## config.mk

```make
export PLATFORM = sky130hd
export DESIGN_NAME = utf8_to_ucs2_sanitizer_top
export DESIGN_NICKNAME = d
export VERILOG_FILES = /design/src/sv/u8ucs_pkg.sv /design/src/sv/u8ucs_front.sv /design/src/sv/u8ucs_queue.sv /design/src/sv/u8ucs_back.sv /design/src/sv/utf8_to_ucs2_sanitizer_top.sv
export SDC_FILE = /design/constraint.sdc
export NUM_CORES = 1
export LEC_CHECK = 0
export ABC_AREA = 1
export BUFFER_PORTS_ARGS = -buffer_cell sky130_fd_sc_hd__buf_4
export CAP_MARGIN = 25
export CORE_ASPECT_RATIO = 1.1
export CORE_MARGIN = 2
export CORE_UTILIZATION = 64
export DETAILED_ROUTE_END_ITERATION = 8
export GPL_TIMING_DRIVEN = 0
export PLACE_DENSITY_LB_ADDON = 0.2
export SYNTH_ARGS = -nofsm -noshare
export SYNTH_HDL_FRONTEND = slang
export SYNTH_SLANG_ARGS = --single-unit
```

## constraint.sdc

```tcl
create_clock -name clk_i -period 8 [get_ports clk_i]
set_input_delay 0 -clock clk_i [delete_from_list [all_inputs] [get_ports clk_i]]
set_output_delay 0 -clock clk_i [all_outputs]
set_load 0.005 [all_outputs]
```

## src/sv/u8ucs_pkg.sv

```systemverilog
// ----------------------------------------------------------------------------
// u8ucs_pkg
// Shared types, constants and helpers of the UTF-8 to UCS-2 sanitizer.
// ----------------------------------------------------------------------------
package u8ucs_pkg;

  localparam logic [15:0] ReplChar    = 16'hFFFD;
  localparam logic [15:0] MaxUnitsRst = 16'hFFFF;
  localparam logic [20:0] SurrLo      = 21'h00D800;
  localparam logic [20:0] SurrHi      = 21'h00DFFF;
  localparam logic [20:0] MaxCp       = 21'h10FFFF;
  localparam logic [20:0] BmpMax      = 21'h00FFFF;

  // Config register index (byte address bit 2).
  typedef enum logic [0:0] {
    RegMaxUnits = 1'b0
  } reg_idx_e;

  // One decoded byte, as handed from the front end to the back end.
  typedef struct packed {
    logic [2:0]  n_emit;    // units to send (after the limit)
    logic [2:0]  n_repl;    // leading U+FFFD units in the burst
    logic [15:0] fin_unit;  // unit that follows the replacements
    logic        last;      // send a done item at the end
    logic [15:0] base;      // unit count before this byte
  } job_t;

  function automatic logic [20:0] min_for_len(input logic [2:0] len);
    logic [20:0] lo;
    unique case (len)
      3'd2:    lo = 21'h000080;
      3'd3:    lo = 21'h000800;
      3'd4:    lo = 21'h010000;
      default: lo = 21'h000000;
    endcase
    return lo;
  endfunction

  // Control characters and bidi embedding/isolate controls.
  function automatic logic is_dropped(input logic [20:0] cp);
    return (cp <= 21'h1F) || (cp == 21'h7F) ||
           ((cp >= 21'h80) && (cp <= 21'h9F)) ||
           ((cp >= 21'h202A) && (cp <= 21'h202E)) ||
           ((cp >= 21'h2066) && (cp <= 21'h2069));
  endfunction

  function automatic logic [15:0] unit_of(input logic [20:0] cp);
    return (cp > BmpMax) ? ReplChar : cp[15:0];
  endfunction

endpackage

```

## src/sv/u8ucs_front.sv

```systemverilog
// ----------------------------------------------------------------------------
// u8ucs_front
// Byte decoder: tracks the open sequence and the unit count, and turns
// each byte into at most one burst descriptor.
// ----------------------------------------------------------------------------
module u8ucs_front
  import u8ucs_pkg::*;
(
  input  logic        clk_i,
  input  logic        rst_ni,
  input  logic [15:0] max_units_i,
  input  logic        in_valid_i,
  output logic        in_ready_o,
  input  logic [7:0]  in_byte_i,
  input  logic        last_byte_i,
  input  logic        q_full_i,
  output logic        push_o,
  output job_t        job_o
);

  logic [1:0]  pend_q, pend_d;
  logic [2:0]  len_q, len_d;
  logic [20:0] pcp_q, pcp_d;
  logic [15:0] emitted_q, emitted_d;

  logic        accept;
  logic        cont;
  logic [2:0]  pend_inc;
  logic [20:0] acc;
  logic [2:0]  n_repl;
  logic        fin_valid;
  logic [15:0] fin_unit;
  logic        use_fresh;
  logic [2:0]  total;
  logic [15:0] room;
  logic [2:0]  n_emit;

  assign in_ready_o = !q_full_i;
  assign accept     = in_valid_i && in_ready_o;
  assign cont       = (in_byte_i[7:6] == 2'b10);
  assign pend_inc   = {1'b0, pend_q} + 3'd1;
  assign acc        = {pcp_q[14:0], in_byte_i[5:0]};

  always_comb begin
    n_repl    = 3'd0;
    fin_valid = 1'b0;
    fin_unit  = 16'h0000;
    use_fresh = 1'b0;
    pend_d    = pend_q;
    len_d     = len_q;
    pcp_d     = pcp_q;

    if (pend_q != 2'd0) begin
      if (cont) begin
        if (pend_inc >= len_q) begin
          pend_d = 2'd0;
          len_d  = 3'd0;
          pcp_d  = 21'd0;
          if ((acc < min_for_len(len_q)) || ((acc >= SurrLo) && (acc <= SurrHi)) ||
              (acc > MaxCp)) begin
            n_repl = len_q;
          end else begin
            fin_valid = !is_dropped(acc);
            fin_unit  = unit_of(acc);
          end
        end else if (last_byte_i) begin
          n_repl = pend_inc;
          pend_d = 2'd0;
          len_d  = 3'd0;
          pcp_d  = 21'd0;
        end else begin
          pend_d = pend_inc[1:0];
          pcp_d  = acc;
        end
      end else begin
        // broken sequence: one replacement per held byte, then decode afresh
        n_repl    = {1'b0, pend_q};
        pend_d    = 2'd0;
        len_d     = 3'd0;
        pcp_d     = 21'd0;
        use_fresh = 1'b1;
      end
    end else begin
      use_fresh = 1'b1;
    end

    if (use_fresh) begin
      if (!in_byte_i[7]) begin
        fin_valid = !is_dropped({13'd0, in_byte_i});
        fin_unit  = {8'd0, in_byte_i};
      end else if ((in_byte_i[7:5] == 3'b110) || (in_byte_i[7:4] == 4'b1110) ||
                   (in_byte_i[7:3] == 5'b11110)) begin
        if (last_byte_i) begin
          n_repl = n_repl + 3'd1;
        end else begin
          pend_d = 2'd1;
          if (in_byte_i[7:5] == 3'b110) begin
            len_d = 3'd2;
            pcp_d = {16'd0, in_byte_i[4:0]};
          end else if (in_byte_i[7:4] == 4'b1110) begin
            len_d = 3'd3;
            pcp_d = {17'd0, in_byte_i[3:0]};
          end else begin
            len_d = 3'd4;
            pcp_d = {18'd0, in_byte_i[2:0]};
          end
        end
      end else begin
        n_repl = n_repl + 3'd1;
      end
    end

    if (last_byte_i) begin
      pend_d = 2'd0;
      len_d  = 3'd0;
      pcp_d  = 21'd0;
    end
  end

  assign total     = n_repl + {2'd0, fin_valid};
  assign room      = (emitted_q < max_units_i) ? (max_units_i - emitted_q) : 16'd0;
  assign n_emit    = (room < {13'd0, total}) ? room[2:0] : total;
  assign emitted_d = last_byte_i ? 16'd0 : (emitted_q + {13'd0, n_emit});

  assign push_o          = accept && ((n_emit != 3'd0) || last_byte_i);
  assign job_o.n_emit    = n_emit;
  assign job_o.n_repl    = n_repl;
  assign job_o.fin_unit  = fin_unit;
  assign job_o.last      = last_byte_i;
  assign job_o.base      = emitted_q;

  always_ff @(posedge clk_i or negedge rst_ni) begin
    if (!rst_ni) begin
      pend_q    <= 2'd0;
      len_q     <= 3'd0;
      pcp_q     <= 21'd0;
      emitted_q <= 16'd0;
    end else if (accept) begin
      pend_q    <= pend_d;
      len_q     <= len_d;
      pcp_q     <= pcp_d;
      emitted_q <= emitted_d;
    end
  end

endmodule

```

## src/sv/u8ucs_queue.sv

```systemverilog
// ----------------------------------------------------------------------------
// u8ucs_queue
// Small FIFO of burst descriptors between decoder and result sequencer.
// ----------------------------------------------------------------------------
module u8ucs_queue
  import u8ucs_pkg::*;
#(
  parameter int Depth = 4
) (
  input  logic clk_i,
  input  logic rst_ni,
  input  logic push_i,
  input  job_t job_i,
  input  logic pop_i,
  output logic full_o,
  output logic valid_o,
  output job_t head_o
);

  localparam int PtrW = $clog2(Depth);
  localparam int CntW = $clog2(Depth + 1);

  job_t            mem_q [Depth];
  logic [PtrW-1:0] wr_q, rd_q;
  logic [CntW-1:0] cnt_q;

  assign full_o  = (cnt_q == CntW'(Depth));
  assign valid_o = (cnt_q != '0);
  assign head_o  = mem_q[rd_q];

  always_ff @(posedge clk_i) begin
    if (push_i) begin
      mem_q[wr_q] <= job_i;
    end
  end

  always_ff @(posedge clk_i or negedge rst_ni) begin
    if (!rst_ni) begin
      wr_q  <= '0;
      rd_q  <= '0;
      cnt_q <= '0;
    end else begin
      if (push_i) begin
        wr_q <= (wr_q == PtrW'(Depth - 1)) ? '0 : wr_q + PtrW'(1);
      end
      if (pop_i) begin
        rd_q <= (rd_q == PtrW'(Depth - 1)) ? '0 : rd_q + PtrW'(1);
      end
      if (push_i && !pop_i) begin
        cnt_q <= cnt_q + CntW'(1);
      end else if (pop_i && !push_i) begin
        cnt_q <= cnt_q - CntW'(1);
      end
    end
  end

endmodule

```

## src/sv/u8ucs_back.sv

```systemverilog
// ----------------------------------------------------------------------------
// u8ucs_back
// Result sequencer: expands one descriptor into its results, one per
// cycle unless the output stalls, into a registered output stage.
// ----------------------------------------------------------------------------
module u8ucs_back
  import u8ucs_pkg::*;
(
  input  logic        clk_i,
  input  logic        rst_ni,
  input  logic        q_valid_i,
  input  job_t        head_i,
  output logic        pop_o,
  output logic        out_valid_o,
  input  logic        out_ready_i,
  output logic [15:0] code_unit_o,
  output logic        has_unit_o,
  output logic        string_done_o,
  output logic [15:0] unit_count_o,
  output logic        run_end_o
);

  logic        out_valid_q;
  logic [2:0]  idx_q;
  logic [15:0] code_q;
  logic        has_q;
  logic        done_q;
  logic [15:0] count_q;
  logic        end_q;

  logic        load;
  logic        is_unit;
  logic        is_end;
  logic [15:0] code_d;
  logic [15:0] count_d;

  assign load    = q_valid_i && (!out_valid_q || out_ready_i);
  assign is_unit = (idx_q < head_i.n_emit);
  // the done item, when present, always closes the burst
  assign is_end  = is_unit ? (((idx_q + 3'd1) == head_i.n_emit) && !head_i.last) : 1'b1;
  assign pop_o   = load && is_end;
  assign code_d  = !is_unit ? 16'h0000 :
                   (idx_q < head_i.n_repl) ? ReplChar : head_i.fin_unit;
  assign count_d = head_i.base + {13'd0, idx_q} + {15'd0, is_unit};

  always_ff @(posedge clk_i or negedge rst_ni) begin
    if (!rst_ni) begin
      out_valid_q <= 1'b0;
      idx_q       <= 3'd0;
    end else if (load) begin
      out_valid_q <= 1'b1;
      idx_q       <= is_end ? 3'd0 : idx_q + 3'd1;
    end else if (out_ready_i) begin
      out_valid_q <= 1'b0;
    end
  end

  always_ff @(posedge clk_i) begin
    if (load) begin
      code_q  <= code_d;
      has_q   <= is_unit;
      done_q  <= !is_unit;
      count_q <= count_d;
      end_q   <= is_end;
    end
  end

  assign out_valid_o   = out_valid_q;
  assign code_unit_o   = code_q;
  assign has_unit_o    = has_q;
  assign string_done_o = done_q;
  assign unit_count_o  = count_q;
  assign run_end_o     = end_q;

endmodule

```

## src/sv/utf8_to_ucs2_sanitizer_top.sv

```systemverilog
// ----------------------------------------------------------------------------
// utf8_to_ucs2_sanitizer_top
// UTF-8 byte stream in, sanitized UCS-2 code units out.
// ----------------------------------------------------------------------------
// The block takes one UTF-8 byte per input transaction and sends zero to five
// result transactions per byte: code units (malformed input, surrogates,
// overlong forms, out-of-range and non-BMP points become U+FFFD; control and
// bidi control characters vanish), and on the last byte of a string a done
// item carrying the unit count. tlast on the output marks the last result of
// each input byte. Input is taken at one byte per cycle as long as the job
// queue (QueueDepth entries) has room; the result side sends one transaction
// per cycle unless m_axis_tready holds it off, and the queue absorbs the
// bursts of results that one byte can yield. The first result of an input
// transaction passes through the job queue entry, then the output register.
// max_units at byte address 0 caps the units per string; write it only
// while the block is idle.
// ----------------------------------------------------------------------------
module utf8_to_ucs2_sanitizer_top
  import u8ucs_pkg::*;
#(
  parameter int QueueDepth = 4
) (
  input  logic        clk_i,
  input  logic        rst_ni,
  // input bytes
  input  logic        s_axis_tvalid,
  output logic        s_axis_tready,
  input  logic [7:0]  s_axis_tdata,   // [7:0] in_byte
  input  logic        s_axis_tlast,   // last_byte
  // results
  output logic        m_axis_tvalid,
  input  logic        m_axis_tready,
  output logic [31:0] m_axis_tdata,   // [15:0] code_unit, [31:16] unit_count
  output logic [1:0]  m_axis_tuser,   // [0] has_unit, [1] string_done
  output logic        m_axis_tlast,   // run_end
  // configuration
  input  logic        psel,
  input  logic        penable,
  input  logic        pwrite,
  input  logic [2:0]  paddr,
  input  logic [31:0] pwdata,
  output logic [31:0] prdata,
  output logic        pready
);

  logic [15:0] max_units_q;
  logic        q_full;
  logic        q_valid;
  logic        push;
  logic        pop;
  job_t        job;
  job_t        head;
  logic        cfg_hit;

  // ---- configuration port ----
  // Register index is byte address bit 2; only index 0 exists.
  assign pready  = 1'b1;
  assign cfg_hit = (reg_idx_e'(paddr[2]) == RegMaxUnits);
  assign prdata  = cfg_hit ? {16'd0, max_units_q} : 32'd0;

  always_ff @(posedge clk_i or negedge rst_ni) begin
    if (!rst_ni) begin
      max_units_q <= MaxUnitsRst;
    end else if (psel && penable && pwrite && pready && cfg_hit) begin
      max_units_q <= pwdata[15:0];
    end
  end

  // ---- front end: decode and count, one byte per cycle while the queue has room ----
  u8ucs_front u_front (
    .clk_i       (clk_i),
    .rst_ni      (rst_ni),
    .max_units_i (max_units_q),
    .in_valid_i  (s_axis_tvalid),
    .in_ready_o  (s_axis_tready),
    .in_byte_i   (s_axis_tdata),
    .last_byte_i (s_axis_tlast),
    .q_full_i    (q_full),
    .push_o      (push),
    .job_o       (job)
  );

  // ---- descriptor queue: decouples bursts from the byte stream ----
  u8ucs_queue #(
    .Depth (QueueDepth)
  ) u_queue (
    .clk_i   (clk_i),
    .rst_ni  (rst_ni),
    .push_i  (push),
    .job_i   (job),
    .pop_i   (pop),
    .full_o  (q_full),
    .valid_o (q_valid),
    .head_o  (head)
  );

  // ---- back end: one result transaction per cycle unless the output stalls ----
  u8ucs_back u_back (
    .clk_i         (clk_i),
    .rst_ni        (rst_ni),
    .q_valid_i     (q_valid),
    .head_i        (head),
    .pop_o         (pop),
    .out_valid_o   (m_axis_tvalid),
    .out_ready_i   (m_axis_tready),
    .code_unit_o   (m_axis_tdata[15:0]),
    .has_unit_o    (m_axis_tuser[0]),
    .string_done_o (m_axis_tuser[1]),
    .unit_count_o  (m_axis_tdata[31:16]),
    .run_end_o     (m_axis_tlast)
  );

endmodule
```

==> impl_metrics.tcl, run 1 <==
set metrics [dict create \
    status "finished, final reports clean" \
    regToRegEndpoint "u_back.unit_count_o[15]" \
    yosys_warnings 0 \
    crit_path_start_kind "flip-flop" \
    fmax_mhz 158 \
    ir_drop_mv 0.293 \
    fin_cells 1705 \
    htree_levels 1 \
    switchingPower_mw 1.94 \
    hold_viol_final 0 \
    remaining_drc_errors 0 \
    period_needed_ps 6320 \
    cts-root-buf "clkbuf_16" \
    path_buf_inv 10 \
    pin_count 121 \
    stdcell_area_um2 15000 \
    cp.arrival_ps 6600 \
    synth_top_area_share_pct 45.4 \
    tns_ps 0 \
    slowest_stage "fa_1" \
    critPathRequiredTime_ps 8280 \
    place.detailed.hpwl_um 20600 \
    dp.cells 1626 \
    ys.flop_type "edfxtp_1" \
    globalplace.congestion 0.942 \
    crit_family "buffers and inverters" \
    crit_cells 25 \
    cts.sinks 254 \
    synth_common_cells "edfxtp_1 (191), nand2_1 (184), nor2_1 (176), inv_1 (152), o21ai_0 (80)" \
    viasPerCell 5.79 \
    timing.final.max_slew_violations 0 \
    wirelength_um 30500 \
    first_global_vias 9637 \
    reg2regPathDepth 25 \
    netlist.top_cell.by_area "edfxtp_1" \
    hp-class "input port to asynchronous set/reset pin" \
    p_comb_share_pct 38.5 \
    timing.rr.start "u_queue.rd_q[0]" \
    syn_avg_cell_area_um2 9.91 \
    routedWlPerCell_um 17.9 \
    cp_max_fo 11 \
    start_util_pct 65.7 \
    power.total_mw 5.26 \
    area.sequential_um2 7330 \
    placed_cell_area_um2 13800 \
    intPower_mw 3.32 \
    synth-edff-count 191 \
    final_nets 1537 \
    syn_area_um2 12600 \
    cts_tree "built" \
    area_growth_pct 18.6 \
    io_buffers 84 \
    vias 9879 \
    switching_share_pct 36.8 \
    max_slew_margin_pct 43.0 \
    die_x_um 138 \
    grt_usage_pct 30.1 \
    fin_skew_ps 16.5 \
    rsz0062_at_grt "no" \
    antenna_found_initial 0 \
    synth.most_common_cell "edfxtp_1" \
    crit_type "flip-flop to flip-flop" \
    yosysSeqAreaShare_pct 58.0 \
    drtIter0Drc 832 \
    maxCapViolations 0 \
    power_density_nw_per_um2 351 \
    worst_slew_pin_slew_ps 855 \
    die_y_um 151 \
    clkTransAtPathRegs_ps 60 \
    grt_max_degree 64 \
    synth.area.top_cells "edfxtp_1 (45%), dfrtp_1 (9.3%), nand2_1 (5.5%), nor2_1 (5.2%), inv_1 (4.5%)" \
    fill_cells 1243 \
    n_antenna_cell 0 \
    ys_ff_latch 254 \
    seqPwrFrac_pct 37.6 \
    clockPowerShare_pct 23.9 \
    finalSetupViolations 0 \
    first_pass_iters 5 \
    synthDistinctLibCells 54 \
    clock_latency_ps 550 \
    multi_input_area_um2 4480 \
    row_count 53 \
    synthCells 1275 \
    async_flop_share_pct 24.8 \
    die-area_um2 20900 \
    ff2ff_setup_slack_ps 1680 \
    cts_made_buffers 26 \
    grt_pass1_wl_um 48300 \
    crit_path_end_kind "flip-flop" \
    fin_crit_sh_pct 78.9 \
    ant_nets 0 \
    slowest_delay_ps 490 \
    core_um2 19200 \
    p_leak_nw 6.29 \
    final_core_util_pct 77.9 \
    cts.path.max_buffers 3 \
    grt-ovfl-total 0 \
    drive_gt1_share_pct 15.6 \
]
-- final cells by class --
cell class | count | area share [%]
clock buffer | 33 | 4.65
tap | 247 | 2.06
multi-input combinational | 815 | 29.9
inverter | 166 | 4.16
timing repair buffer | 120 | 7.00
sequential | 254 | 49.0
buffer | 55 | 2.01
clock inverter | 15 | 1.25
-- state kept, by name (all words and copies together) (netlist names) --
| register | flops |
|---|---|
| u_queue.mem_q | 156 |
| max_units_q | 16 |
| u_back.code_unit_o | 16 |
| u_back.unit_count_o | 16 |
| u_front.emitted_q | 16 |
| u_front.pcp_q | 15 |
| u_back.idx_q | 3 |
| u_front.len_q | 3 |
| u_queue.cnt_q | 3 |
| u_front.pend_q | 2 |
| u_queue.rd_q | 2 |
| u_queue.wr_q | 2 |
| u_back.has_unit_o | 1 |
| u_back.out_valid_o | 1 |
| u_back.run_end_o | 1 |
| u_back.string_done_o | 1 |
-- how the worst max path moves through the flow --
stage	startpoint	end	slack, ps
2_1_floorplan	u_front.pend_q[0]	u_queue.mem_q[3][0]	2510
3_3_place_gp	u_front.pend_q[0]	u_queue.mem_q[3][25]	840
3_5_place_dp	u_queue.rd_q[0]	u_back.unit_count_o[15]	1920
4_1_cts	u_queue.rd_q[0]	u_back.unit_count_o[15]	1790
5_1_grt	u_queue.rd_q[0]	u_back.unit_count_o[15]	1240
6_report	u_queue.rd_q[0]	u_back.unit_count_o[15]	1680
-- power groups by stage --
stage | registers [mW] | clock network, mW | logic (mW)
3_5_place_dp | 1.99 | 0 | 1.96
5_1_grt | 2.00 | 1.31 | 2.24
4_1_cts | 1.97 | 1.26 | 2.01
2_1_floorplan | 1.99 | 0 | 1.26
3_3_place_gp | 2.01 | 0 | 1.81
6_report | 1.97 | 1.26 | 2.03
-- per-stage QoR --
stage                     worst slack [ps]  hold WS [ps]
after floorplan                       2510          -296
after global placement                 837           145
after detailed placement              1920           148
after CTS                             1790          85.0
after global routing                  1240           130
final                                 1680          86.2
-- layout by cell type (no fill, tap or decap), drive strengths merged, types with 2 or more instances in the layout --
cell type,instances
clkinv,10
clkinvlp,2
fa,5
nand3b,2
a22oi,5
o41ai,3
nor2,187
nand4,16
clkbuf,55
a31oi,5
edfxtp,191
nor3b,2
a32oi,5
o21ai,82
inv,165
o211ai,3
dfstp,16
xnor2,9
nand3,45
dfrtp,47
a32o,9
nor3,27
o31ai,2
dlygate4sd3,31
conb,17
ha,43
a21oi,78
bufinv,4
o32ai,2
nand2,197
o22ai,41
or2,3
xor2,15
a221oi,2
buf,122
-- cells by family after synthesis --
kind of cell    synth area share [%]
mux                           0.0891
simple gates                    16.4
compound gates                  11.4
flops                           58.0
buf+inv                         7.31
other cells                   0.0594
fa+ha+maj                       5.05
xor+xnor                        1.66
-- worst register-to-register path: stages (launching register included) --
cell and delay [ps]:
dfrtp_1 370, buf_2 210, buf_2 240, buf_2 280
buf_4 220, clkbuf_1 430, clkbuf_1 440, o21ai_0 190
o22ai_1 250, ha_1 190, inv_1 40, a31oi_1 420
inv_1 250, clkbuf_1 360, fa_1 490, inv_1 100
nand3_1 70, and2_0 220, nor3_2 280, nand3_1 170
nor2_1 120, nand2_1 90, nor2_1 160, nand4_1 190
nor3_2 190, xor2_1 80
-- what timing repair did --
| item | 4_1_cts | 5_1_grt |
|---|---|---|
| setup buffers | 0 | 0 |
| endpoints found under the hold margin | 97 | 0 |
| gates resized for setup | 0 | 0 |
| hold buffers | 31 | 0 |
-- routing by layer --
metal / up-vias / wire (um) / track usage (%)
li1: 4658 / - / -
met3: 66 / 2580 / 4.02
met5: - / 0 / 0
met4: 0 / 750 / 10.1
met2: 483 / 15300 / 52.4
met1: 4672 / 11900 / 39.0
(Power assumes the default switching activity.)
==> inputs of run 2 (changes only) <==
- CORE_UTILIZATION: 64 -> 60
- clock period: 8 -> 6.17 ns (I/O delays scaled with it)
==> run 2 against run 1 <==
Compared with the run above: sequential cell count is the same; clock-buffer cell count grew 2; sequential power grew 29%; combinational power grew 27%; worst setup slack lost 1300 ps; non-clock buffer count shrank 2; worst hold slack gained 9.7 ps.
==> impl_metrics.tcl, run 2 (same netlist as run 1, synthesis figures left out) <==
set metrics [dict create \
    grt_max_degree 64 \
    status "finished, final reports clean" \
    slowest_stage "dfrtp_1" \
    place.detailed.hpwl_um 20100 \
    tns_ps 0 \
    fill_cells 1508 \
    die_x_um 142 \
    antenna_found_initial 0 \
    core_um2 20600 \
    first_global_vias 9295 \
    routedWlPerCell_um 16.8 \
    finalSetupViolations 0 \
    critPathRequiredTime_ps 6580 \
    cts_made_buffers 26 \
    remaining_drc_errors 0 \
    cts.sinks 254 \
    drive_gt1_share_pct 15.9 \
    ant_nets 0 \
    clockPowerShare_pct 22.9 \
    maxCapViolations 0 \
    pin_count 121 \
    cts.path.max_buffers 3 \
    regMostFlops "u_queue.mem_q" \
    period_needed_ps 5790 \
    setup_ws_ps 375 \
    ir_drop_mv 0.277 \
    crit_type "flip-flop to flip-flop" \
    mostFrequentLayoutCells "edfxtp_1 (191), nand2_1 (184), nor2_1 (172)" \
    timing.final.max_slew_violations 0 \
    die-area_um2 22200 \
    first_pass_iters 5 \
    drtIter0Drc 732 \
    final_common_cell "edfxtp_1" \
    grt_pass1_wl_um 45900 \
    dp_slack_ps 130 \
    clock_latency_ps 540 \
    grt_usage_pct 26.2 \
    switchingPower_mw 2.43 \
    clkTransAtPathRegs_ps 60 \
    viasPerCell 5.60 \
    stdcell_area_um2 15000 \
    grt-ovfl-total 0 \
    cp.arrival_ps 6200 \
    switching_share_pct 36.5 \
    hold_viol_final 0 \
    start_util_pct 61.2 \
    cts-root-buf "clkbuf_16" \
    timing.rr.start "u_front.pend_q[0]" \
    holdWs_ps 95.9 \
    die_y_um 156 \
    power_density_nw_per_um2 444 \
    fin_crit_sh_pct 93.9 \
    globalplace.congestion 0.925 \
    wirelength_um 28800 \
    fin_cells 1713 \
    row_count 55 \
    htree_levels 1 \
    cpMostUsedCell "nand2_1" \
    slowest_delay_ps 410 \
    p_leak_nw 6.29 \
    fin_skew_ps 13.1 \
    area_growth_pct 18.5 \
    seqPwrFrac_pct 38.4 \
    placed_cell_area_um2 13800 \
    crit_path_start_kind "flip-flop" \
    startpoint "u_front.pend_q[0]" \
    io_buffers 84 \
    hp-class "input port to asynchronous set/reset pin" \
    cts_tree "built" \
    worst_slew_pin_slew_ps 847 \
    intPower_mw 4.22 \
    vias 9595 \
    p_comb_share_pct 38.8 \
    fmax_mhz 173 \
    max_slew_margin_pct 43.5 \
    dp.cells 1635 \
    cp_max_fo 5 \
    final_nets 1535 \
    crit_path_end_kind "flip-flop" \
    largest_reg_flops 156 \
]
-- run 2: cell count changes in the layout (fill, tap and decap cells not counted), moves of 2 or more --
cell,previous run,this run
buf_4,106,108
bufinv_16,4,2
clkbuf_1,27,25
nor3_1,23,21
nor3_2,4,6
-- run 2: path summary, 6_finish.rpt --
check | to | slack, ps | depth (start not counted)
worst max-delay path | u_front.emitted_q[12] | 380 | 30
worst min-delay path | u_front.pcp_q[7] | 100 | 2
worst max register to register | u_front.emitted_q[12] | 380 | 30
worst min register to register | max_units_q[4] | 490 | 2
max in group asynchronous | u_front.emitted_q[10] | 5530 | 2
min in group clk_i | u_front.emitted_q[0] | 140 | 3
-- run 2: cell type report --
type | count | area [um2] | share of cell area, %
Sequential cell | 254 | 7330 | 49.0
Multi-Input combinational cell | 815 | 4510 | 30.1
Timing Repair Buffer | 122 | 1070 | 7.15
Clock buffer | 35 | 694 | 4.64
Inverter | 166 | 623 | 4.16
Tap cell | 256 | 320 | 2.14
Buffer | 51 | 287 | 1.91
Clock inverter | 13 | 133 | 0.886
Antenna cell | 1 | 2.50 | 0.0167
-- run 2: critical path, delay by kind of cell, from the launching register on --
kind            cells  cell delay, ps
compound gates      3             780
fa+ha+maj           6            1640
buf+inv             3             270
flops               1             410
mux                 1             320
simple gates       17            2240
-- run 2: what timing repair did --
| item | 4_1_cts | 5_1_grt |
|---|---|---|
| setup endpoints to repair | 0 | 9 |
| endpoints found under the hold margin | 93 | 0 |
| hold buffers | 31 | 0 |
| setup buffers | 0 | 2 |
| resized for setup | 0 | 8 |
-- run 2: routing by layer --
metal / GRT usage (%) / part of all wire [%] / wire [um]
met1: 35.5 / 42 / 12100
met2: 45.0 / 49 / 14100
met3: 3.47 / 7.0 / 2020
met4: 7.12 / 1.9 / 544
met5: 0 / 0 / 0
-- run 2: power by group through the flow --
stage / clock network, mW / registers (mW) / logic, mW
2_1_floorplan: 0 / 2.58 / 1.64
3_3_place_gp: 0 / 2.60 / 2.36
3_5_place_dp: 0 / 2.59 / 2.53
4_1_cts: 1.53 / 2.55 / 2.56
5_1_grt: 1.60 / 2.59 / 2.88
6_report: 1.52 / 2.55 / 2.58
-- run 2: through the flow --
step	utilization [%]	power, mW
5_1_grt	72.5	7.07
3_3_place_gp	66.1	4.97
2_1_floorplan	-	4.22
3_5_place_dp	66.8	5.11
4_1_cts	72.4	6.65
6_report	72.5	6.65
==> inputs of run 3 (changes only) <==
--- a/config.mk
+++ b/config.mk
@@ -11,5 +11,5 @@
 export CORE_ASPECT_RATIO = 1.1
 export CORE_MARGIN = 2
-export CORE_UTILIZATION = 60
+export CORE_UTILIZATION = 41
 export DETAILED_ROUTE_END_ITERATION = 8
 export GPL_TIMING_DRIVEN = 0
==> constraint.sdc (replaced) <==
create_clock -name clk_i -period 6.17 [get_ports clk_i]
set_input_delay 0.617 -clock clk_i [delete_from_list [all_inputs] [get_ports clk_i]]
set_output_delay 0.617 -clock clk_i [all_outputs]
set_load 0.005 [all_outputs]
==> run 3 against run 2 <==
Compared with the run above: clock power rose by 6%; non-clock buffer count down 33; sequential cell count is the same; largest cell class unchanged.
==> impl_metrics.tcl, run 3 (same netlist as run 1, synthesis figures left out) <==
set metrics [dict create \
    status "finished, final reports clean" \
    place.detailed.hpwl_um 21000 \
    holdWs_ps 192 \
    die-area_um2 32200 \
    pin_count 121 \
    io_buffers 84 \
    first_global_vias 8970 \
    cp.arrival_ps 5970 \
    ir_drop_mv 0.189 \
    p_leak_nw 6.18 \
    viasPerCell 5.02 \
    drive_gt1_share_pct 16.9 \
    p_comb_share_pct 37.9 \
    drtIter0Drc 610 \
    regMostFlops "u_queue.mem_q" \
    cts_made_buffers 27 \
    cts.path.max_buffers 3 \
    die_x_um 171 \
    placed_cell_area_um2 14000 \
    switching_share_pct 36.4 \
    globalplace.congestion 0.920 \
    cts-root-buf "clkbuf_16" \
    crit_path_start_kind "flip-flop" \
    rsz0062_at_grt "yes" \
    clockPowerShare_pct 24.1 \
    switchingPower_mw 2.44 \
    row_count 67 \
    cpMostUsedCell "inv_1" \
    final_nets 1503 \
    tns_ps 0 \
    grt_pass1_wl_um 46400 \
    critPathRequiredTime_ps 6440 \
    htree_levels 1 \
    hold_viol_final 0 \
    fin_skew_ps 11.9 \
    fin_crit_sh_pct 92.5 \
    hp-class "input port to asynchronous set/reset pin" \
    wirelength_um 28900 \
    n_antenna_cell 0 \
    antenna_found_initial 0 \
    maxCapViolations 0 \
    clock_latency_ps 530 \
    holdBufCountCts 0 \
    intPower_mw 4.26 \
    dp_slack_ps -287 \
    crit_path_end_kind "flip-flop" \
    vias 9228 \
    power_density_nw_per_um2 449 \
    slowest_delay_ps 480 \
    setup_ws_ps 464 \
    slowest_stage "fa_1" \
    remaining_drc_errors 0 \
    seqPwrFrac_pct 38.0 \
    grt_usage_pct 18.1 \
    stdcell_area_um2 14900 \
    mostFrequentLayoutCells "edfxtp_1 (191), nand2_1 (184), nor2_1 (172)" \
    core_um2 30400 \
    worst_slew_pin_slew_ps 842 \
    clkTransAtPathRegs_ps 60 \
    finalSetupViolations 0 \
    ant_nets 0 \
    cp_max_fo 19 \
    routedWlPerCell_um 15.7 \
    grt-ovfl-total 0 \
    crit_type "flip-flop to flip-flop" \
    first_pass_iters 5 \
    die_y_um 188 \
    final_core_util_pct 49.0 \
    timing.final.max_slew_violations 0 \
    period_needed_ps 5710 \
    cts.sinks 254 \
    start_util_pct 41.5 \
    crit_chain "buf_2 > inv_2 > buf_2 > clkbuf_4 > clkbuf_1 > o21ai_0 > o22ai_1 > ha_1 > inv_1 > a31oi_2 > inv_1 > clkbuf_1 > fa_1 > inv_1 > nand3_1 > and2_0 > nor3_2 > nand3_1 > nor2_1 > nand2_1 > nor2_1 > nand4_1 > nor3_2 > xor2_1" \
    cts_tree "built" \
    grt_max_degree 64 \
    area_growth_pct 18.1 \
    fmax_mhz 175 \
    max_slew_margin_pct 43.9 \
    final_common_cell "edfxtp_1" \
    largest_reg_flops 156 \
]
-- run 3: cell types whose count changed in the layout (fill, tap and decap cells not counted), moves of 2 or more --
cell	before	now
dlygate4sd3_1	31	0
clkinv_4	0	4
clkbuf_8	1	3
clkinv_1	3	1
clkbuf_1	25	19
-- run 3: worst max-delay path: cells and delay by family, from the launching register on --
family                   cells  cell delay, ps
buffers and inverters        9            2000
AND/OR/NAND/NOR              9            1520
AO/OA/AOI/OAI                3             770
XOR/XNOR                     1              80
flip-flops                   1             380
adder cells (fa/ha/maj)      2             670
-- run 3: repair_timing --
action | 4_1_cts | 5_1_grt
endpoints found under the setup margin | 4 | 10
gates resized for setup | 1 | 7
setup buffers | 0 | 1
pin swaps | 0 | 2
-- run 3: path summary, 6_finish.rpt --
| path | from | endpoint | slack, ps | cells after the start |
|---|---|---|---|---|
| max in group asynchronous | rst_ni | u_back.idx_q[0] | 5420 | 1 |
| hold / removal | rst_ni | u_front.emitted_q[13] | 190 | 1 |
| setup reg to reg | u_queue.rd_q[1] | u_back.unit_count_o[15] | 460 | 24 |
| setup / recovery | u_queue.rd_q[1] | u_back.unit_count_o[15] | 460 | 24 |
| min in group clk_i | m_axis_tready | u_back.out_valid_o | 290 | 2 |
| hold reg to reg | max_units_q[4] | max_units_q[4] | 480 | 2 |
-- run 3: routing by layer --
metal / part of all wire, % / global-route usage [%]
met1: 44 / 24.6
met2: 48 / 30.8
met3: 5.8 / 2.45
met4: 1.7 / 4.37
met5: 0 / 0
-- run 3: area by class of cell --
cell class	count	area, um2
repair buffers	90	746
well taps	414	518
inverters	166	623
clock inverters	17	171
multi-input cells	815	4520
flip-flops and latches	254	7330
plain buffers	50	284
fillers	2847	15500
clock buffers	32	724
-- run 3: power by group through the flow --
stage	logic (mW)	registers, mW	clock network, mW
global route	2.89	2.59	1.72
finish	2.54	2.55	1.61
floorplan	1.64	2.58	0
global placement	2.46	2.61	0
detailed placement	2.56	2.58	0
CTS	2.58	2.55	1.65
-- run 3: stage by stage --
| step | instances | total power [mW] |
|---|---|---|
| floorplan | 1290 | 4.22 |
| global placement | 1788 | 5.07 |
| detailed placement | 1793 | 5.15 |
| CTS | 1839 | 6.78 |
| global route | 1838 | 7.20 |
| finish | 1838 | 6.69 |
